[src/hdl/sems_pkg.sv]
// Shared types, codes and elaboration-time table builders for the stick expo scaler.
package sems_pkg;

  // Stabilization mode codes
  typedef enum logic [3:0] {
    MODE_MANUAL       = 4'd0,
    MODE_RATE         = 4'd1,
    MODE_WEAKLEVELING = 4'd2,
    MODE_ATTITUDE     = 4'd3,
    MODE_AXISLOCK     = 4'd4,
    MODE_VIRTUALBAR   = 4'd5,
    MODE_ACRO         = 4'd6,
    MODE_RATTITUDE    = 4'd7,
    MODE_ALTVARIO     = 4'd8
  } mode_e;

  // Register indexes
  localparam logic [2:0] REG_EXPO_ROLL  = 3'd0;
  localparam logic [2:0] REG_EXPO_PITCH = 3'd1;
  localparam logic [2:0] REG_EXPO_YAW   = 3'd2;
  localparam logic [2:0] REG_RATE_ROLL  = 3'd3;
  localparam logic [2:0] REG_RATE_PITCH = 3'd4;
  localparam logic [2:0] REG_RATE_YAW   = 3'd5;
  localparam logic [2:0] REG_MAX_ANGLES = 3'd6;

  localparam int unsigned RateResetVal = 150;

  // How an axis is scaled after shaping
  typedef enum logic [1:0] {
    SC_PASS,
    SC_RATE,
    SC_ANGLE,
    SC_ZERO
  } scale_e;

  typedef struct packed {
    logic [2:0][7:0]  expo;
    logic [2:0][10:0] rate;
    logic [2:0][7:0]  angle;
  } cfg_t;

  typedef struct packed {
    logic [15:0] stick;
    scale_e      kind;
    logic [10:0] factor;
  } axis_t;

  typedef struct packed {
    axis_t [2:0] ax;
    logic [15:0] thrust;
    logic [3:0]  roll_mode;
    logic [3:0]  pitch_mode;
    logic [3:0]  yaw_mode;
    logic [3:0]  thrust_mode;
  } item_t;

  // log2 of a Q30 value in [1,2), 16 fraction bits, by repeated squaring
  function automatic logic [63:0] lgq(input logic [63:0] x_in);
    logic [63:0] x;
    logic [63:0] res;
    x = x_in;
    res = '0;
    for (int i = 0; i < 16; i++) begin
      x = (x * x) >> 30;
      if (x >= 64'h8000_0000) begin
        x = x >> 1;
        res = (res << 1) | 64'd1;
      end else begin
        res = res << 1;
      end
    end
    return res;
  endfunction

  // log table entry i of 2^lg entries (Q16)
  function automatic logic [63:0] lt_entry(input int unsigned i, input int unsigned lg);
    logic [63:0] n;
    n = 64'd1 << lg;
    if (64'(i) >= n) return 64'd65536;
    return lgq(((n + 64'(i)) << 30) >> lg);
  endfunction

  // exp2 table entry i of 2^lg entries (Q16)
  function automatic logic [63:0] et_entry(input int unsigned i, input int unsigned lg);
    logic [63:0] n;
    logic [63:0] t;
    logic [63:0] lo;
    logic [63:0] hi;
    logic [63:0] mid;
    n = 64'd1 << lg;
    if (64'(i) >= n) return 64'd131072;
    t = (64'(i) << 16) >> lg;
    lo = 64'd65536;
    hi = 64'd131071;
    for (int j = 0; j < 18; j++) begin
      if (lo < hi) begin
        mid = (lo + hi + 64'd1) >> 1;
        if (lgq(mid << 14) <= t) lo = mid;
        else hi = mid - 64'd1;
      end
    end
    return lo;
  endfunction

  function automatic logic [63:0] exp_frac(input logic [63:0] g, input int unsigned lg);
    logic [63:0] s;
    logic [63:0] k;
    logic [63:0] r;
    logic [63:0] b0;
    logic [63:0] b1;
    s = (g & 64'hFFFF) << lg;
    k = s >> 16;
    r = s & 64'hFFFF;
    b0 = et_entry(int'(k), lg);
    b1 = et_entry(int'(k) + 1, lg);
    return b0 + (((b1 - b0) * r) >> 16);
  endfunction

  // Curve exponent (Q16) for a raw expo register byte
  function automatic logic [17:0] e_of_expo(input logic [7:0] expo, input int unsigned lg);
    int          ex;
    int          t;
    logic [63:0] e;
    logic [63:0] y;
    logic [63:0] sh;
    ex = int'($signed(expo));
    if (ex > 100) ex = 100;
    if (ex < -100) ex = -100;
    t = (ex * 65536) / 100;
    if (t >= 65536) begin
      e = 64'd131072;
    end else if (t >= 0) begin
      e = exp_frac(64'(t), lg);
    end else begin
      y = 64'(-t);
      sh = (y + 64'd65535) >> 16;
      if (sh >= 64'd32) e = 64'd0;
      else e = exp_frac((64'd65536 - (y & 64'hFFFF)) & 64'hFFFF, lg) >> sh;
    end
    if (e < 64'd32768) e = 64'd32768;
    if (e > 64'd131072) e = 64'd131072;
    return e[17:0];
  endfunction

endpackage

[src/hdl/sems_front.sv]
// Front end: takes input items and classifies each axis' mode into a scale kind and factor.
module sems_front
  import sems_pkg::*;
(
  input  logic        clk_i,
  input  logic        rst_ni,
  input  cfg_t        cfg_i,
  input  logic        in_valid_i,
  output logic        in_ready_o,
  input  logic [87:0] in_data_i,
  output logic        out_valid_o,
  input  logic        out_ready_i,
  output item_t       out_item_o
);

  logic  f_vld_q;
  item_t f_q, f_d;

  function automatic axis_t classify(input logic [15:0] stick, input logic [3:0] mode,
                                     input logic [10:0] rate, input logic [7:0] angle);
    axis_t a;
    a.stick = stick;
    a.factor = '0;
    case (mode)
      MODE_MANUAL, MODE_VIRTUALBAR: a.kind = SC_PASS;
      MODE_RATE, MODE_AXISLOCK, MODE_ACRO: begin
        a.kind = SC_RATE;
        a.factor = rate;
      end
      MODE_WEAKLEVELING, MODE_ATTITUDE, MODE_RATTITUDE: begin
        a.kind = SC_ANGLE;
        a.factor = {3'b000, angle};
      end
      default: a.kind = SC_ZERO;
    endcase
    return a;
  endfunction

  // Decode one input item
  always_comb begin
    logic [3:0] ym;
    ym = in_data_i[75:72];
    f_d.ax[0] = classify(in_data_i[15:0], in_data_i[67:64], cfg_i.rate[0], cfg_i.angle[0]);
    f_d.ax[1] = classify(in_data_i[31:16], in_data_i[71:68], cfg_i.rate[1], cfg_i.angle[1]);
    // yaw rattitude runs as rate
    if (ym == MODE_RATTITUDE) ym = MODE_RATE;
    f_d.ax[2] = classify(in_data_i[47:32], ym, cfg_i.rate[2], cfg_i.angle[2]);
    f_d.thrust = in_data_i[63:48];
    f_d.roll_mode = in_data_i[67:64];
    f_d.pitch_mode = in_data_i[71:68];
    f_d.yaw_mode = ym;
    if (in_data_i[80]) f_d.thrust_mode = in_data_i[81] ? MODE_MANUAL : MODE_ALTVARIO;
    else f_d.thrust_mode = in_data_i[79:76];
  end

  assign in_ready_o  = !f_vld_q || out_ready_i;
  assign out_valid_o = f_vld_q;
  assign out_item_o  = f_q;

  always_ff @(posedge clk_i or negedge rst_ni) begin
    if (!rst_ni) begin
      f_vld_q <= 1'b0;
    end else if (in_ready_o) begin
      f_vld_q <= in_valid_i;
    end
  end

  always_ff @(posedge clk_i) begin
    if (in_ready_o && in_valid_i) begin
      f_q <= f_d;
    end
  end

endmodule

[config.mk]
export PLATFORM = sky130hd
export DESIGN_NAME = sems_front
export DESIGN_NICKNAME = d
export VERILOG_FILES = /design/src/hdl/sems_pkg.sv /design/src/hdl/sems_front.sv
export SDC_FILE = /design/constraint.sdc
export NUM_CORES = 1
export LEC_CHECK = 0
export BUFFER_PORTS_ARGS = -buffer_cell sky130_fd_sc_hd__clkbuf_2
export CORE_AREA = 2 2 113 115
export CTS_CLUSTER_DIAMETER = 50
export DETAILED_ROUTE_END_ITERATION = 6
export DIE_AREA = 0 0 115 117
export PLACE_DENSITY = 0.69
export SLEW_MARGIN = 20
export SYNTH_ARGS = -nofsm -noshare
export SYNTH_HDL_FRONTEND = slang
export SYNTH_SLANG_ARGS = --single-unit
[constraint.sdc]
create_clock -name clk_i -period 4.8 [get_ports clk_i]
set_input_delay 0.24 -clock clk_i [delete_from_list [all_inputs] [get_ports clk_i]]
set_output_delay 0.24 -clock clk_i [all_outputs]
set_load 0.01 [all_outputs]
== Yosys cells after proc, flatten, opt, wreduce, memory -nomap -nowiden ==
Index checks and enable logic that the tools add are counted.

* $add $sub $neg: 0
* Equal/unequal tests: 22
* Multiplexer cells: 9
* Shift operators: 0
* $lt $le $gt $ge: 0
* Divide/modulo/power cells: 0
* Bitwise logic cells: 0
* Reductions and logical operators: 15
* Multiply operators: 0

{| class="wikitable"
|+ Operators with widths
! operator !! number
|-
| $pmux W11 S2 || 3
|-
| $eq A4 B3 Y1 const B || 13
|-
| $eq A4 B2 Y1 const B || 6
|-
| $pmux W2 S3 || 3
|-
| $reduce_or A3 Y1 || 6
|-
| $eq A4 B1 Y1 const B || 3
|-
| $logic_not A4 Y1 || 3
|-
| $mux W4 || 3
|-
| $reduce_or A2 Y1 || 3
|-
| $logic_and A1 B1 Y1 || 1
|-
| $logic_not A1 Y1 || 1
|-
| $logic_or A1 B1 Y1 || 1
|}

* Bits in writable memories: 0
* Latch bits: 0
* Memories kept: 0
* Output and inout bits: 121
* Bits in read-only memories: 0
* Register bits: 120
* Logic and storage cells: 61

== Logic depth before layout (Yosys ltp) ==
Gate-level depths: netlist of the first run.

* Depth in word-level cells: 5
* Gate-level depth with buffers: 4
* Gate-level depth less buffers: 3

== Worst setup path after synthesis of the first run ==
Ideal clock, no wire load.

* Path type: register to register
* Start point: register f_vld_q (netlist: out_valid_o)
* End point: register f_q, in the netlist out_item_o[0], enable pin
* Clock period less this slack: 3.837 ns
* Setup slack: 0.963 ns
* Buffers on the path: 0
* Stages on the path, launching flop included: 3
* Arrival: 3.345 ns
* Cells stage by stage: dfrtp_1 nand2b_1 and2_1

* Word-level cells in the longest chain between the ends: 3

{| class="wikitable"
|+ RTL lines
! element !! RTL line !! text
|-
| from (decl) || sems_front.sv:16 || <nowiki>logic f_vld_q;</nowiki>
|-
| from (signal assigned) || sems_front.sv:64 || <nowiki>f_vld_q <= in_valid_i;</nowiki>
|-
| $logic_not A1 Y1 || sems_front.sv:56 || <nowiki>assign in_ready_o = !f_vld_q || out_ready_i;</nowiki>
|-
| $logic_or A1 B1 Y1 || sems_front.sv:56 ||
|-
| via in_ready_o || sems_front.sv:9 || <nowiki>output logic in_ready_o,</nowiki>
|-
| $logic_and A1 B1 Y1 || sems_front.sv:69 || <nowiki>if (in_ready_o && in_valid_i) begin</nowiki>
|-
| to (signal assigned) || sems_front.sv:70 || <nowiki>f_q <= f_d;</nowiki>
|-
| to (decl) || sems_front.sv:17 || <nowiki>item_t f_q, f_d;</nowiki>
|}

The timed path passes the listed nets, and every way through them passes these cells.
A chain may end at the register's enable or synchronous reset.

== Worst setup path in the final report of the first run ==
* Start point: register f_vld_q (netlist: out_valid_o)
* End point: register f_q, in the netlist out_item_o[59], enable pin

* Word-level cells in the longest chain between the ends: 3

{| class="wikitable"
|+ RTL lines
! element !! RTL line
|-
| $logic_not A1 Y1 || sems_front.sv:56
|-
| $logic_or A1 B1 Y1 || sems_front.sv:56
|-
| $logic_and A1 B1 Y1 || sems_front.sv:69
|}

Every way passes these cells.

==> results of run 1 <==
==> state kept, by name, summed over array words and instances (netlist names) <==
name,flops
out_valid_o,1
out_item_o,119
==> worst reg2reg max path, cell delays in order (launching register included) <==
cell and delay [ns]:
dfrtp_1 0.38, nand2b_1 0.12, and2_4 0.39, buf_4 0.62
==> worst max path at each step <==
stage,from,to,slack (ns),depth (start not counted)
final,out_valid_o,out_item_o[59],2.88,3
after global routing,out_valid_o,out_item_o[49],2.74,3
after CTS,out_valid_o,out_item_o[49],2.86,3
after detailed placement,out_valid_o,out_item_o[42],2.87,3
after global placement,out_valid_o,out_item_o[58],2.93,3
after floorplan,out_valid_o,out_item_o[0],0.96,2
==> what timing repair did <==
action / CTS / global route
setup endpoints to repair: 0 / 0
hold buffers: 31 / 12
endpoints found under the hold margin: 31 / 12
==> metrics by stage <==
step / instances / area [µm²] / utilization [%] / power, mW / hold WS, ns
final: 729 / 6850 / 55.7 / 2.62 / 0.0161
after global routing: 729 / 6850 / 55.7 / 2.73 / 0.000399
after CTS: 717 / 6730 / 54.7 / 2.65 / 0.000390
after detailed placement: 654 / 5900 / 47.9 / 1.50 / 0.0156
after global placement: 654 / 5900 / 47.9 / 1.49 / 0.0150
after floorplan: 252 / 4440 / - / 1.37 / -0.0556
==> final cells by class <==
type | instances | area [µm²]
multi-input cells | 101 | 713
repair buffers | 308 | 1760
clock buffers | 21 | 440
clock inverters | 11 | 82.6
well taps | 150 | 188
fillers | 1030 | 5460
inverters | 18 | 67.6
flip-flops and latches | 120 | 3600
==> kinds of logic after synthesis <==
group	count (synthesis)	share of synthesized area [%]
muxes	9	2.26
AOI/OAI and AO/OA	35	5.41
and+or+nand+nor	56	8.15
xor gates and xnor gates	1	0.197
buffers and inverters	31	2.90
DFF	120	81.1
==> cells in the mapped netlist <==
cell type,count
edfxtp_1,119
nand2b_1,23
inv_1,17
o32ai_1,16
a21oi_1,9
clkbuf_1,8
nand2_1,8
nor3b_1,8
mux2_1,7
nor2b_1,7
o21ai_0,7
buf_2,4
nor3b_2,4
nor2_1,2
or3_1,2
a21boi_0,1
a21o_1,1
and2_1,1
and2b_1,1
buf_6,1
dfrtp_1,1
inv_2,1
mux2_2,1
mux2i_1,1
o21ai_1,1
xnor2_1,1
==> routing by layer <==
layer	track usage, %	wire (µm)	vias to the layer above
li1	-	-	1583
met5	0	0	-
met1	17.8	4260	1541
met3	7.62	1060	18
met4	6.75	189	0
met2	26.0	5720	185
==> power breakdown <==
| group | leakage, nW | switching (mW) | internal [mW] |
|---|---|---|---|
| combinational | 1.59 | 0.137 | 0.126 |
| sequential | 1.16 | 0.0160 | 1.23 |
| clock | 0.257 | 0.416 | 0.700 |
==> reports/summary.txt, run 1 <==
WP buf/inv: 1
Setup Buffers After CTS: 0
Crit Path Max Fanout: 52
Synth area leaders: edfxtp_1 (81%), nand2b_1 (3.2%), o32ai_1 (3.2%), mux2_1 (1.8%), inv_1 (1.4%)
Worst Hold Class: input port to flop
antenna-violating nets left: 0
Crit Path Class: flop to flop
Max Slew Vio Count: 0
register area share after synthesis: 81.1%
fmax: 522 MHz
Die ar.: 13500 µm²
Synth top area share: 80.5%
most frequent cells in the layout: clkbuf_2 (263), edfxtp_1 (119), dlygate4sd3_1 (43), nand2b_1 (23)
Post-Syn Area: 4440 µm²
Total Neg Setup Slack: 0 ns
# clock sinks: 120
initial core utilization: 36.0%
Die Y: 117 µm
Syn Nets: 425
Post-Place Setup Slack: 2.87 ns
Hold Crit Start: in_data_i[26]
YS warnings: 0
period utilization: 39.9%
cells on worst reg2reg path: 3
# rows: 41
Cell Pwr Density: 383 nW/µm²
CTS tree: built
Gate Count Post-Synth: 252
vias per cell: 4.56
peak supply drop: 0.000175 V
relative slew slack: 41.9%
end of the worst hold path: out_item_o[84]
Layout Nets: 739
crit-path max cell delay: 0.60 ns
Ports: 294
number of library cell types mapped by synthesis: 26
grt ovf: 0
Resized Gates After CTS: 0
clock buffer depth: 2
Hold Path Depth: 1
Die Wd: 115 µm
Clock Skews: 0.0123 ns
Max Cap Viol: 0
Clock Pin Slew Worst Setup and Hold Paths: 0.05 ns
initial antenna violation count: 0
HPWL reported at the end of detailed placement: 7900 µm
most common cell after layout, fill and taps aside: clkbuf_2
#FFs+latches synth: 120
Cell Chain, Critical Path: nand2b_1 -> and2_4 -> buf_4
clock period minus worst slack: 1.92 ns
Num CTS Buffers: 17
outcome: completed
final worst slack: 2.88 ns
Leakage: 3.00 nW
share of layout cells above drive strength 1: 51.3%
Syn-to-layout area delta: 54.4%
WL/cell: 15.4 µm
CP top delay family: buffers and inverters
Worst setup SP type: flop
worst-margin pin slew: 0.869 ns
first-pass GRT wire length: 15900 µm
DRC: 0
PortBufs: 263
unrepaired setup endpoints after global routing: false
htree depth: 4
clk root buf: clkbuf_16
r2r setup slk: 2.88 ns
r2r endpoint: out_item_o[59]
largest net degree at the start of global routing: 53
Critical Path End Type: flop
Hold Violations, Final: 0
slowest CP cell: buf_4
syn avg cell area: 17.6 µm²
Core Area: 12300 µm²
routed via count: 3327
total track usage: 15.9%
drt pass-1 iters: 5
worst skew pair latency: 0.40 ns
Final setup viols: 0
number of global-route vias before repair: 3141
total wire length: 11200 µm
CP arrival: 1.95 ns
ANT cells: 0
DRT iter0 DRCs: 260
area leader, netlist: edfxtp_1
RePlAce Congestion: 0.741
Worst R2R Start: out_valid_o
Worst Path Required: 4.84 ns
Power figures use the tool's default switching activity.
==> inputs of run 2 (changes only) <==
clock period = 1.8 ns   (was 4.8 ns; I/O delays follow)
==> run 2 against run 1 <==
Routed wire length grew 8.1%. Combinational power rose to 3.0 times the previous value. Sequential power increased to 2.7 times the previous value. Via count grew 5.2%. Final cell count rose by 5.5%. Register-to-register slack lost 2.5 ns. Critical path depth rose by 2. Design area is 7.4% higher. Clock-buffer cell count shrank 3. Non-clock buffer count increased by 40.
==> reports/summary.txt, run 2 (synthesis gave the netlist of run 1 again) <==
RePlAce Congestion: 0.769
most common cell after layout, fill and taps aside: clkbuf_2
vias per cell: 4.55
Final setup viols: 0
Die Y: 117 µm
Clock Pin Slew Worst Setup and Hold Paths: 0.05 ns
Worst Hold Class: input port to flop
Max Slew Vio Count: 0
WL/cell: 15.8 µm
Switching Share: 21.2%
combinational group share of total power: 10.5%
initial core utilization: 36.0%
met2 WL: 6240 µm
fmax: 658 MHz
clk root buf: clkbuf_16
DRC: 0
drt pass-1 iters: 6
Max Cap Viol: 0
CTS tree: built
Resized Gates After CTS: 0
Cell Pwr Density: 1030 nW/µm²
initial antenna violation count: 0
largest net degree at the start of global routing: 47
Int Pwr: 5.97 mW
worst-margin pin slew: 0.717 ns
Worst setup SP type: input port
Ports: 294
Reg power frac: 43.8%
Syn-to-layout area delta: 65.7%
PortBufs: 263
period utilization: 84.4%
peak supply drop: 0.000549 V
total wire length: 12100 µm
M1 WL: 4680 µm
Die Wd: 115 µm
Critical Path End Type: flop
post-route insts no fill: 769
met3 wire length: 993 µm
max layer used: met4
Placed Cells: 657
ANT cells: 0
CP arrival: 1.63 ns
antenna-violating nets left: 0
first-pass GRT wire length: 17300 µm
relative slew slack: 52.0%
# rows: 41
Layout Nets: 779
Clock Skews: 0.00641 ns
# clock sinks: 120
power share of the clock group: 45.8%
HPWL reported at the end of detailed placement: 7970 µm
Num CTS Buffers: 17
DRT iter0 DRCs: 224
Hold Slack: 0.0276 ns
unrepaired setup endpoints after global routing: false
routed via count: 3499
outcome: completed
r2r setup slk: 0.34 ns
most frequent cells in the layout: clkbuf_2 (263), edfxtp_1 (119), dlygate4sd3_1 (80), nand2b_1 (23)
grt ovf: 0
htree depth: 4
clock buffer depth: 2
Crit Path Class: input port to flop
share of layout cells above drive strength 1: 49.3%
total track usage: 17.3%
Net Sw Power: 1.61 mW
max reg flops: 119
Leakage: 3.21 nW
number of global-route vias before repair: 3531
Crit Path Max Fanout: 11
Worst Path Required: 1.91 ns
Hold Violations, Final: 0
worst skew pair latency: 0.40 ns
Core Area: 12300 µm²
Die ar.: 13500 µm²
clock period minus worst slack: 1.52 ns
## run 2: changes by cell type in the layout (fill, tap and decap cells not counted), moves of 2 or more
cell and delta:
dlygate4sd3_1 +37, bufinv_16 +3, clkbuf_1 -3, buf_12 +2, clkinv_1 -2, clkinvlp_4 +2
## run 2: power groups by stage
| stage | logic (mW) | registers (mW) | clock network, mW |
|---|---|---|---|
| after floorplan | 0.191 | 3.46 | 0 |
| after global placement | 0.632 | 3.37 | 0 |
| after detailed placement | 0.647 | 3.37 | 0 |
| after CTS | 0.789 | 3.32 | 3.53 |
| after global routing | 0.860 | 3.33 | 3.66 |
| final | 0.795 | 3.32 | 3.47 |
## run 2: worst max-delay path, cell delays in order
cell and delay (ns):
dlygate4sd3_1 0.54, clkbuf_2 0.12, nor2b_1 0.14, nor2_1 0.56, o32ai_1 0.18
## run 2: area by class of cell
cell class | instances | area, µm²
clock buffers | 18 | 429
flip-flops and latches | 120 | 3600
well taps | 150 | 188
clock inverters | 14 | 180
fillers | 969 | 4960
inverters | 18 | 67.6
multi-input cells | 101 | 713
repair buffers | 348 | 2180
## run 2: final timing paths
check,from,end,cells after the start
max in group asynchronous,rst_ni,out_valid_o,3
min in group asynchronous,rst_ni,out_valid_o,3
worst max-delay path,in_data_i[70],out_item_o[63],5
worst max register to register,out_valid_o,out_item_o[54],3
worst min-delay path,in_data_i[79],out_item_o[3],3
worst min register to register,out_valid_o,out_item_o[12],2
## run 2: metal layers
metal  up-vias  track usage [%]
li1       1663                -
met1      1640             18.8
met2       174             30.2
met3        22             6.90
met4         0             7.55
met5         -                0
## run 2: what timing repair did
| action | in CTS | in global routing |
|---|---|---|
| hold buffers | 80 | 0 |
| buffers inserted | 0 | 0 |
| setup endpoints to repair | 0 | 0 |
| hold endpoints to repair | 78 | 0 |
## run 2: metrics by stage
| stage | setup TNS [ns] | utilization, % | setup slack, ns | area (µm²) | power, mW |
|---|---|---|---|---|---|
| after global routing | 0 | 59.7 | 0.162 | 7360 | 7.85 |
| after CTS | 0 | 59.7 | 0.299 | 7360 | 7.63 |
| after detailed placement | 0 | 48.3 | 0.385 | 5950 | 4.02 |
| after global placement | 0 | 48.3 | 0.418 | 5950 | 4.00 |
| after floorplan | -10.87 | - | -0.0914 | 4440 | 3.65 |
| final | 0 | 59.7 | 0.280 | 7360 | 7.58 |
