**src/hdl/sems_pkg.sv**
```systemverilog
// Shared types, codes and elaboration-time table builders for the stick expo scaler.
package sems_pkg;

  // Stabilization mode codes
  typedef enum logic [3:0] {
    MODE_MANUAL       = 4'd0,
    MODE_RATE         = 4'd1,
    MODE_WEAKLEVELING = 4'd2,
    MODE_ATTITUDE     = 4'd3,
    MODE_AXISLOCK     = 4'd4,
    MODE_VIRTUALBAR   = 4'd5,
    MODE_ACRO         = 4'd6,
    MODE_RATTITUDE    = 4'd7,
    MODE_ALTVARIO     = 4'd8
  } mode_e;

  // Register indexes
  localparam logic [2:0] REG_EXPO_ROLL  = 3'd0;
  localparam logic [2:0] REG_EXPO_PITCH = 3'd1;
  localparam logic [2:0] REG_EXPO_YAW   = 3'd2;
  localparam logic [2:0] REG_RATE_ROLL  = 3'd3;
  localparam logic [2:0] REG_RATE_PITCH = 3'd4;
  localparam logic [2:0] REG_RATE_YAW   = 3'd5;
  localparam logic [2:0] REG_MAX_ANGLES = 3'd6;

  localparam int unsigned RateResetVal = 150;

  // How an axis is scaled after shaping
  typedef enum logic [1:0] {
    SC_PASS,
    SC_RATE,
    SC_ANGLE,
    SC_ZERO
  } scale_e;

  typedef struct packed {
    logic [2:0][7:0]  expo;
    logic [2:0][10:0] rate;
    logic [2:0][7:0]  angle;
  } cfg_t;

  typedef struct packed {
    logic [15:0] stick;
    scale_e      kind;
    logic [10:0] factor;
  } axis_t;

  typedef struct packed {
    axis_t [2:0] ax;
    logic [15:0] thrust;
    logic [3:0]  roll_mode;
    logic [3:0]  pitch_mode;
    logic [3:0]  yaw_mode;
    logic [3:0]  thrust_mode;
  } item_t;

  // log2 of a Q30 value in [1,2), 16 fraction bits, by repeated squaring
  function automatic logic [63:0] lgq(input logic [63:0] x_in);
    logic [63:0] x;
    logic [63:0] res;
    x = x_in;
    res = '0;
    for (int i = 0; i < 16; i++) begin
      x = (x * x) >> 30;
      if (x >= 64'h8000_0000) begin
        x = x >> 1;
        res = (res << 1) | 64'd1;
      end else begin
        res = res << 1;
      end
    end
    return res;
  endfunction

  // log table entry i of 2^lg entries (Q16)
  function automatic logic [63:0] lt_entry(input int unsigned i, input int unsigned lg);
    logic [63:0] n;
    n = 64'd1 << lg;
    if (64'(i) >= n) return 64'd65536;
    return lgq(((n + 64'(i)) << 30) >> lg);
  endfunction

  // exp2 table entry i of 2^lg entries (Q16)
  function automatic logic [63:0] et_entry(input int unsigned i, input int unsigned lg);
    logic [63:0] n;
    logic [63:0] t;
    logic [63:0] lo;
    logic [63:0] hi;
    logic [63:0] mid;
    n = 64'd1 << lg;
    if (64'(i) >= n) return 64'd131072;
    t = (64'(i) << 16) >> lg;
    lo = 64'd65536;
    hi = 64'd131071;
    for (int j = 0; j < 18; j++) begin
      if (lo < hi) begin
        mid = (lo + hi + 64'd1) >> 1;
        if (lgq(mid << 14) <= t) lo = mid;
        else hi = mid - 64'd1;
      end
    end
    return lo;
  endfunction

  function automatic logic [63:0] exp_frac(input logic [63:0] g, input int unsigned lg);
    logic [63:0] s;
    logic [63:0] k;
    logic [63:0] r;
    logic [63:0] b0;
    logic [63:0] b1;
    s = (g & 64'hFFFF) << lg;
    k = s >> 16;
    r = s & 64'hFFFF;
    b0 = et_entry(int'(k), lg);
    b1 = et_entry(int'(k) + 1, lg);
    return b0 + (((b1 - b0) * r) >> 16);
  endfunction

  // Curve exponent (Q16) for a raw expo register byte
  function automatic logic [17:0] e_of_expo(input logic [7:0] expo, input int unsigned lg);
    int          ex;
    int          t;
    logic [63:0] e;
    logic [63:0] y;
    logic [63:0] sh;
    ex = int'($signed(expo));
    if (ex > 100) ex = 100;
    if (ex < -100) ex = -100;
    t = (ex * 65536) / 100;
    if (t >= 65536) begin
      e = 64'd131072;
    end else if (t >= 0) begin
      e = exp_frac(64'(t), lg);
    end else begin
      y = 64'(-t);
      sh = (y + 64'd65535) >> 16;
      if (sh >= 64'd32) e = 64'd0;
      else e = exp_frac((64'd65536 - (y & 64'hFFFF)) & 64'hFFFF, lg) >> sh;
    end
    if (e < 64'd32768) e = 64'd32768;
    if (e > 64'd131072) e = 64'd131072;
    return e[17:0];
  endfunction

endpackage

```
**src/hdl/sems_fifo.sv**
```systemverilog
// Two-entry queue of classified items between front and back.
module sems_fifo
  import sems_pkg::*;
(
  input  logic  clk_i,
  input  logic  rst_ni,
  input  logic  push_i,
  output logic  full_o,
  input  item_t push_item_i,
  input  logic  pop_i,
  output logic  empty_o,
  output item_t pop_item_o
);

  item_t      mem_q [2];
  logic       wr_q, rd_q;
  logic [1:0] cnt_q;

  assign full_o     = cnt_q == 2'd2;
  assign empty_o    = cnt_q == 2'd0;
  assign pop_item_o = mem_q[rd_q];

  always_ff @(posedge clk_i or negedge rst_ni) begin
    if (!rst_ni) begin
      wr_q  <= 1'b0;
      rd_q  <= 1'b0;
      cnt_q <= 2'd0;
    end else begin
      if (push_i) wr_q <= !wr_q;
      if (pop_i) rd_q <= !rd_q;
      cnt_q <= cnt_q + 2'(push_i) - 2'(pop_i);
    end
  end

  always_ff @(posedge clk_i) begin
    if (push_i) mem_q[wr_q] <= push_item_i;
  end

  a_cnt_bound: assert property (@(posedge clk_i) disable iff (!rst_ni) cnt_q <= 2'd2)
    else $error("queue count out of range");
  a_no_underflow: assert property (@(posedge clk_i) disable iff (!rst_ni)
    pop_i |-> cnt_q != 2'd0) else $error("pop from empty queue");

endmodule

```
**config.mk**
```make
export PLATFORM = sky130hd
export DESIGN_NAME = sems_fifo
export DESIGN_NICKNAME = d
export VERILOG_FILES = /design/src/hdl/sems_pkg.sv /design/src/hdl/sems_fifo.sv
export SDC_FILE = /design/constraint.sdc
export NUM_CORES = 1
export LEC_CHECK = 0
export ABC_CLOCK_PERIOD_IN_PS = 7500
export BUFFER_PORTS_ARGS = -buffer_cell sky130_fd_sc_hd__buf_2
export CORE_MARGIN = 5
export CORE_UTILIZATION = 45
export CTS_BUF_LIST = sky130_fd_sc_hd__clkbuf_4 sky130_fd_sc_hd__clkbuf_8
export CTS_CLUSTER_SIZE = 20
export DETAILED_ROUTE_END_ITERATION = 8
export GPL_TIMING_DRIVEN = 0
export PLACE_DENSITY = 0.7
export SETUP_SLACK_MARGIN = 0.5
export SKIP_CTS_REPAIR_TIMING = 1
export SLEW_MARGIN = 40
export SYNTH_ARGS = -nofsm -noshare
export SYNTH_HDL_FRONTEND = slang
export SYNTH_SLANG_ARGS = --single-unit
```
**constraint.sdc**
```tcl
create_clock -name clk_i -period 7.5 [get_ports clk_i]
set_input_delay 1.5 -clock clk_i [delete_from_list [all_inputs] [get_ports clk_i]]
set_output_delay 1.5 -clock clk_i [all_outputs]
set_load 0.03 [all_outputs]
```
# --- Word-level counts from Yosys, hierarchy flattened ---
# Memory sizes are Yosys's and may differ from the RTL's.
# Index checks and enable logic that the tools add are counted.
classes:
  eq_ne: 1
  n_mux: 2
  add_sub_neg: 2
  reduce_logical: 3
ops:
  columns: ["cell", "count"]
  rows:
  - ["$add 2x1->2", 1]
  - ["$eq 2x2->1 const B", 1]
  - ["$logic_not 1->1", 2]
  - ["$logic_not 2->1", 1]
  - ["$mux 1", 2]
  - ["$sub 2x1->2", 1]
totals:
  regBits: 4
  n_memories: 1
  wordCells: 12
  ramBits: 238
  out_inout_bits: 121
  in_bits: 123
mem_list:
  columns: ["memory", "words", "word_bits", "read_ports", "rd_clocked_by_memory_dff", "wr", "line", "text"]
  rows:
  - ["mem_q", 2, 119, 1, 0, 1, "sems_fifo.sv:15", "item_t mem_q [2];"]

# --- Depth between registers and ports, before layout ---
# Gate-level depths: netlist (run 1).
depth:
  word_depth: 2
  depth_mapped: 5
  ltp_nobuf: 5

# --- Worst setup path after synthesis (run 1) ---
# No wires, ideal clock.
synth_timing:
  path_kind: "input port to flip-flop"
  startpoint: "input port push_i"
  endpoint: "memory mem_q[0][0] (netlist name) (enable)"
  arrival_time_ns: 6.664
  cell_stages: 1
  setup_slack_ns: 0.224
  setup_ns: 0.613
  path_cell_list: "nor2b_1"
synth_between:
  elab_chain_len: 2
synth_rtl:
  columns: ["element", "line", "text"]
  rows:
  - ["start: declaration", "sems_fifo.sv:7", "input logic push_i,"]
  - ["$mux 1", "sems_fifo.sv:36", "if (push_i) mem_q[wr_q] <= push_item_i;"]
  - ["$mux 1 (implied by the code)", "sems_fifo.sv:36", null]
  - ["end: declaration", "sems_fifo.sv:15", null]
# No other way between the ends.

==> metrics.csv, run 1 <==
stage;metric;value;unit
setup_path;CP dominant cell by count;buf_6;
final_layout;most frequent cells in the layout;buf_2 (245), edfxtp_1 (238), mux2_2 (119), clkbuf_8 (42), clkinv_1 (12);
grt;vias in the first global route;5112;
pwr;Pwr Total;4.68;mW
yosys;Area contributors post-synth;edfxtp_1 (81%), mux2_2 (15%), buf_6 (1.4%);
floorplan;initial core utilization;0.455;
clocking;H-tree levels;2;
drt;top sig layer;met5;
place;dpl cell area;0.0106;mm^2
sta;max_slew headroom;0.624;
place;GPL Wtd Cong;0.750;
min_path;HP Class;reg2reg;
sta;worst-margin pin slew;563;ps
yosys;Netlist cell types;12;
clocking;clock root buffer;clkbuf_8;
clocking;Worst-Skew Late Latency;510;ps
setup_path;Critical Path AT;1860;ps
yosys;synthesized flop and latch total;242;
final_layout;fraction of layout cells with a size suffix above 1;0.629;
floorplan;die height;150;um
min_path;Hold Path Stages;1;
drt;drt total wl;17200;um
sta;setup slack after layout;4140;ps
run;max-cap viol count;0;
final_layout;final std cells w/o fill;973;
clocking;Clock Tree Buf Depth;3;
drt;met1 WL;6210;um
final_layout;Syn-to-layout area delta;29.1;%
setup_path;maximum fanout along the worst path;10;
setup_path;crit-path cells;buf_6, buf_6, mux2_2, buf_2;
setup_path;crit path capture type;output port;
sta;period utilization;0.448;
place;Port-buffer cells;243;
pwr;Peak supply drop;0.270;mV
drt;Vias per Instance;4.73;
sta;Final Hold Fails;0;
grt;overflow left after global routing;0;
final_layout;Nets;804;
drt;post-route ant nets;0;
sta;Final min period;3360;ps
grt;largest net degree at the start of global routing;38;
setup_path;critical path class;reg2out;
grt;first-pass GRT wire length;26200;um
final_layout;Finished Core Util;0.587;
floorplan;total die area;0.0225;mm^2
drt;Met2 Wirelength;8570;um
drt;Wirelength per Cell;17.7;um
drt;Starting DRT DRC Count;159;
clocking;TritonCTS clock tree;built;
place;post-placement cell count;903;
final_layout;most common cell after layout, fill and taps aside;buf_2;
sta;RSZ-0062 raised after global routing;no;
sta;Setup TNS;0;ps
setup_path;critical path's slowest cell;dfrtp_1;
drt;Vias;4605;
floorplan;# IOs;244;
sta;skew final;20.9;ps
clocking;CTS buffer count;39;
sta;Max Slew Vio Count;0;
yosys;synthesized netlist cell count;385;
drt;first-pass detailed-route iteration total;4;
sta;# setup viols final;0;
yosys;Seq/Total Area, Yosys;0.822;
floorplan;num rows;51;
grt;initial antenna violation count;3;
yosys;Syn Nets;510;
floorplan;Core Box Area;0.0194;mm^2
yosys;yosys warns;0;
setup_path;worst reg2reg path depth;6;
yosys;synthesized area;0.00882;mm^2
final_layout;Layout Cell Area excl Fill;0.0114;mm^2
drt;WL met3;1980;um
sta;f_max;298;MHz
drt;detailed-route DRC error count;0;
place;Setup WS pre-CTS;4050;ps
final_layout;number of diodes;0;
sta;Hold WS;557;ps
setup_path;CP peak stage delay;400;ps
yosys;share of the synthesized area in the top cell type;0.811;
setup_path;startpoint types;flop;
setup_path;WP depth;4;
status;status;finished clean;
setup_path;Data required, critical path;6000;ps
grt;Total GRT Usage;0.149;
yosys;dominant cell type by area after synthesis;edfxtp_1;
clocking;clock sinks;242;
clocking;clock-pin slew on the worst setup and hold paths;60;ps
yosys;Avg Inst Size Synth;22.9;um^2
setup_path;crit-path leading delay family;buffers and inverters;
setup_path;Buf/Inv on CP;3;
pwr;PD cells;411;mW/mm^2
place;dpl hpwl;12400;um
floorplan;Chip Width;150;um
pwr;P_leak;4.35;nW
[worst register-to-register path, cell delays in order (launching register included)]
cell	delay, ps
dfrtp_1	430
nor2b_4	490
buf_16	220
buf_16	170
buf_8	200
buf_16	200
buf_16	170
[power by group]
group	switching, mW	total, mW	leakage [nW]	internal [mW]
Clock	0.480	1.10	0.405	0.623
Sequential	0.0577	1.85	2.28	1.79
Combinational	1.09	1.72	1.67	0.639
Total	1.62	4.68	4.35	3.05
[synthesized netlist by cell type]
cell type and count:
buf_2 2, buf_6 11, ha_1 2, dfrtp_1 4, xor3_1 1, and2_1 1, inv_1 2, xor2_1 2
nor2b_1 2, edfxtp_1 238, mux2_2 119, nor2_1 1
[worst paths after layout]
check / startpoint / endpoint / slack (ps)
max in group asynchronous: rst_ni / rd_q / 6610
max: rd_q / pop_item_o[90] / 4140
min in group asynchronous: rst_ni / cnt_q[1] / 780
max reg2reg: wr_q / mem_q[0][61] / 5300
min: wr_q / wr_q / 560
min reg2reg: wr_q / wr_q / 560
[sequential cells by signal, indices dropped and copies added, names as in the netlist]
| register | flops |
|---|---|
| cnt_q | 2 |
| wr_q | 1 |
| rd_q | 1 |
| mem_q | 238 |
[final cells by class]
cell class / count / area (um^2)
inverter: 2 / 7.51
tap: 265 / 332
sequential: 242 / 7250
buffer: 13 / 134
multi-input combinational: 128 / 1440
clock buffer: 49 / 631
fill: 1503 / 8020
clock inverter: 21 / 146
timing repair buffer: 253 / 1440
[routing by layer]
layer | GRT usage | vias up
met3 | 0.0748 | 43
li1 | - | 2135
met4 | 0.0549 | 6
met2 | 0.251 | 199
met1 | 0.163 | 2222
met5 | 0 | -
[cells by family (layout without fill, tap and decap cells)]
family,Yosys count,in the layout,synth area share
XOR/XNOR,3,3,0.00468
multiplexers,119,119,0.152
flip-flops,242,242,0.822
adder cells (fa/ha/maj),2,2,0.00284
AND/OR/NAND/NOR,4,4,0.00255
buffers and inverters,15,338,0.0160
(Power assumes the default switching activity.)
==> run 2, diff against run 1 <==
--- a/config.mk
+++ b/config.mk
@@ -5,7 +5,8 @@
 export SDC_FILE = /design/constraint.sdc
 export NUM_CORES = 1
 export LEC_CHECK = 0
-export ABC_CLOCK_PERIOD_IN_PS = 7500
+export ABC_AREA = 1
+export ABC_CLOCK_PERIOD_IN_PS = 2810
 export BUFFER_PORTS_ARGS = -buffer_cell sky130_fd_sc_hd__buf_2
 export CORE_MARGIN = 5
 export CORE_UTILIZATION = 45
@@ -13,7 +14,7 @@
 export CTS_CLUSTER_SIZE = 20
 export DETAILED_ROUTE_END_ITERATION = 8
 export GPL_TIMING_DRIVEN = 0
-export PLACE_DENSITY = 0.7
+export PLACE_DENSITY = 0.73
 export SETUP_SLACK_MARGIN = 0.5
 export SKIP_CTS_REPAIR_TIMING = 1
 export SLEW_MARGIN = 40
==> constraint.sdc (replaced) <==
create_clock -name clk_i -period 2.81 [get_ports clk_i]
set_input_delay 0.562 -clock clk_i [delete_from_list [all_inputs] [get_ports clk_i]]
set_output_delay 0.562 -clock clk_i [all_outputs]
set_load 0.03 [all_outputs]
==> metrics.csv, run 2 <==
stage;metric;value;unit;change
min_path;HP Class;in2reg;;was reg2reg
sta;Max Slew Vio Count;0;;unchanged
clocking;Clock Tree Buf Depth;3;;unchanged
pwr;PD cells;1140;mW/mm^2;was 411 mW/mm^2
yosys;synth cell count leaders;edfxtp_1 (238), inv_1 (126), nand2_1 (125);;was edfxtp_1 (238), mux2_2 (119), buf_6 (11)
yosys;Netlist cell types;12;;unchanged
setup_path;CP peak stage delay;430;ps;was 400 ps
yosys;compound-cell area share of the yosys netlist;0.0661;;was 0
place;GPL Wtd Cong;0.759;;was 0.750
grt;initial antenna violation count;4;;was 3
yosys;Seq/Total Area, Yosys;0.805;;was 0.822
final_layout;max FFs per register;238;;unchanged
pwr;Psw;5.23;mW;was 1.62 mW
place;Port-buffer cells;243;;unchanged
final_layout;fraction of layout cells with a size suffix above 1;0.364;;was 0.629
min_path;Hold Path Stages;1;;unchanged
sta;period utilization;0.813;;
pwr;Sw Ratio;0.385;;was 0.347
floorplan;Chip Width;151;um;was 150 um
yosys;synthesized flop and latch total;242;;unchanged
clocking;clock sinks;242;;unchanged
floorplan;die height;151;um;was 150 um
yosys;synthesized area;0.00900;mm^2;was 0.00882 mm^2
final_layout;Nets;1070;;was 804
setup_path;WP depth;4;;unchanged
setup_path;critical path's slowest cell;dfrtp_2;;was dfrtp_1
yosys;ys flop type;edfxtp_1;;unchanged
drt;Wirelength per Cell;15.7;um;was 17.7 um
drt;post-route ant nets;0;;unchanged
status;status;finished clean;;unchanged
floorplan;initial core utilization;0.460;;was 0.455
clocking;clock-pin slew on the worst setup and hold paths;60;ps;about the same
sta;worst-margin pin slew;404;ps;was 563 ps
sta;Final min period;2290;ps;
yosys;synthesized netlist cell count;646;;was 385
floorplan;total die area;0.0229;mm^2;was 0.0225 mm^2
yosys;Post-Synth Adder-Cell Area;0.00278;;was 0.00284
sta;setup slack after layout;525;ps;was 4140 ps
final_layout;most common cell after layout, fill and taps aside;edfxtp_1;;was buf_2
yosys;yosys warns;0;;unchanged
drt;Starting DRT DRC Count;194;;was 159
final_layout;most frequent cells in the layout;edfxtp_1 (238), buf_2 (132), inv_1 (124), nand2_1 (124), buf_4 (119);;was buf_2 (245), edfxtp_1 (238), mux2_2 (119), clkbuf_8 (42), clkinv_1 (12)
setup_path;crit-path leading delay family;buffers and inverters;;unchanged
drt;Vias;5720;;was 4,605
yosys;largest family of logic cells by synthesized area;buffers and inverters;;was multiplexers
yosys;XOR/XNOR share of the synthesized area;0.00195;;was 0.00468
clocking;TritonCTS clock tree;built;;unchanged
grt;first-pass GRT wire length;28400;um;was 26,200 um
grt;largest net degree at the start of global routing;26;;was 38
clocking;CTS buffer count;40;;was 39
run;max-cap viol count;0;;unchanged
setup_path;Buf/Inv on CP;3;;unchanged
pwr;internal power;8.37;mW;was 3.05 mW
setup_path;Worst R2R Setup Slack;1000;ps;was 5300 ps
setup_path;worst reg2reg path endpoint;mem_q[1][94];;was mem_q[0][61]
yosys;dominant cell type by area after synthesis;edfxtp_1;;unchanged
pwr;P_leak;5.15;nW;was 4.35 nW
setup_path;worst reg2reg path depth;5;;was 6
min_path;Hold Crit Start;push_item_i[50];;was wr_q
floorplan;num rows;51;;unchanged
drt;drt total wl;19400;um;was 17,200 um
yosys;Area contributors post-synth;edfxtp_1 (79%), o21ai_0 (6.6%), inv_1 (5.3%);;was edfxtp_1 (81%), mux2_2 (15%), buf_6 (1.4%)
grt;vias in the first global route;5650;;was 5,112
yosys;post-synthesis mux area share;0;;was 0.152
drt;Vias per Instance;4.62;;was 4.73
sta;RSZ-0062 raised after global routing;yes;;was no
yosys;Avg Inst Size Synth;13.9;um^2;was 22.9 um^2
pwr;Peak supply drop;0.661;mV;was 0.270 mV
sta;# setup viols final;0;;unchanged
min_path;hold path endpoint;mem_q[0][50];;was wr_q
pwr;Clock Power Share;0.212;;was 0.236
place;Setup WS pre-CTS;664;ps;was 4050 ps
sta;max_slew headroom;0.731;;was 0.624
pwr;combinational fraction of design power;0.423;;was 0.369
setup_path;FF-to-FF Start;wr_q;;unchanged
yosys;Post-Synth Simple-Gate Area;0.0539;;was 0.00255
yosys;top-count cell post-synth;edfxtp_1;;unchanged
drt;detailed-route DRC error count;0;;unchanged
place;dpl hpwl;13500;um;was 12,400 um
final_layout;Syn-to-layout area delta;33.0;%;was 29.1%
clocking;Worst-Skew Late Latency;500;ps;was 510 ps
yosys;share of the synthesized area in the top cell type;0.794;;was 0.811
setup_path;crit-path cells;buf_6, clkbuf_4, o21ai_1, clkbuf_4;;was buf_6, buf_6, mux2_2, buf_2
sta;skew final;12.1;ps;was 20.9 ps
final_layout;Top Registers;mem_q: 238 flops, cnt_q: 2 flops;;unchanged
final_layout;number of diodes;0;;unchanged
pwr;Flop pwr share;0.364;;was 0.395
drt;first-pass detailed-route iteration total;6;;was 4
setup_path;Data required, critical path;2250;ps;was 6000 ps
setup_path;critical path class;reg2out;;unchanged
grt;overflow left after global routing;0;;unchanged
setup_path;maximum fanout along the worst path;10;;unchanged
setup_path;CP dominant cell by count;clkbuf_4;;was buf_6
sta;f_max;438;MHz;
pwr;Pwr Total;13.6;mW;was 4.68 mW
floorplan;Core Box Area;0.0196;mm^2;was 0.0194 mm^2
setup_path;startpoint types;flop;;unchanged
setup_path;Critical Path AT;1720;ps;was 1860 ps
yosys;Post-synth EDFFs;238;;unchanged
clocking;clock root buffer;clkbuf_8;;unchanged
sta;Final Hold Fails;0;;unchanged
yosys;Syn Nets;771;;was 510
yosys;Async SR Flop Fraction;0.0165;;unchanged
setup_path;crit path capture type;output port;;unchanged
floorplan;# IOs;244;;unchanged
clocking;H-tree levels;2;;unchanged
grt;Total GRT Usage;0.162;;was 0.149
final_layout;Most flops, register;mem_q;;unchanged
==> run 2: changes by cell type after synthesis, moves of 9 or more <==
cell	previous run	this run
mux2_2	119	0
buf_2	2	11
o21ai_0	0	119
inv_1	2	126
nand2_1	0	125
buf_6	11	0
buf_4	0	13
==> run 2: cell type report <==
class                           instances  area, um^2
Sequential cell                       242        7250
Tap cell                              265         332
Fill cell                            1501        7620
Timing Repair Buffer                  257        1790
Clock buffer                           57         684
Inverter                              126         489
Multi-Input combinational cell        252        1170
Buffer                                 26         184
Clock inverter                         12        76.3
==> run 2: worst max-delay path by stage <==
stage / start / slack, ps / end
finish: rd_q / 520 / pop_item_o[101]
global route: rd_q / 440 / pop_item_o[101]
CTS: rd_q / 260 / pop_item_o[39]
detailed placement: push_i / 660 / mem_q[1][81]
global placement: push_i / -1290 / mem_q[1][81]
floorplan: push_i / 60 / mem_q[0][0]
==> run 2: through the flow <==
step                      setup TNS, ps  utilization  hold slack [ps]  cells  area (um^2)
after CTS                             0        0.593             -175   1236        11600
after floorplan                       0            -              266    646         9040
after global routing                  0        0.611              204   1237        12000
final                                 0        0.611              243   1237        12000
after global placement          -298610        0.541              372   1154        10600
after detailed placement              0        0.555              372   1167        10900
==> run 2: power by group through the flow <==
stage / Clock [mW] / Sequential (mW) / Combinational, mW
6_report: 2.89 / 4.96 / 5.75
3_5_place_dp: 0 / 5.03 / 5.19
2_1_floorplan: 0 / 5.04 / 3.29
3_3_place_gp: 0 / 5.09 / 4.88
4_1_cts: 2.99 / 4.96 / 5.20
5_1_grt: 3.18 / 5.01 / 6.16
==> run 2: worst reg2reg max path: stages (launching register included) <==
cell and delay (ps):
dfrtp_1 480, nand2_8 100, clkinvlp_4 330, buf_16 300, buf_12 180, buf_16 170
==> run 2: metal layers <==
| metal | vias up | global-route usage | share of wire |
|---|---|---|---|
| li1 | 2790 | - | - |
| met1 | 2717 | 0.184 | 0.37 |
| met2 | 166 | 0.287 | 0.53 |
| met3 | 39 | 0.0497 | 0.071 |
| met4 | 8 | 0.0621 | 0.021 |
| met5 | - | 0 | 0.0025 |
==> run 2: cells by family (layout without fill, tap and decap cells) <==
logic type | after synthesis | after routing
buffers and inverters | 152 | 478
DFF | 242 | 242
adders and majority gates | 2 | 2
xor gates and xnor gates | 2 | 2
and+or+nand+nor | 129 | 129
AOI/OAI and AO/OA | 119 | 119
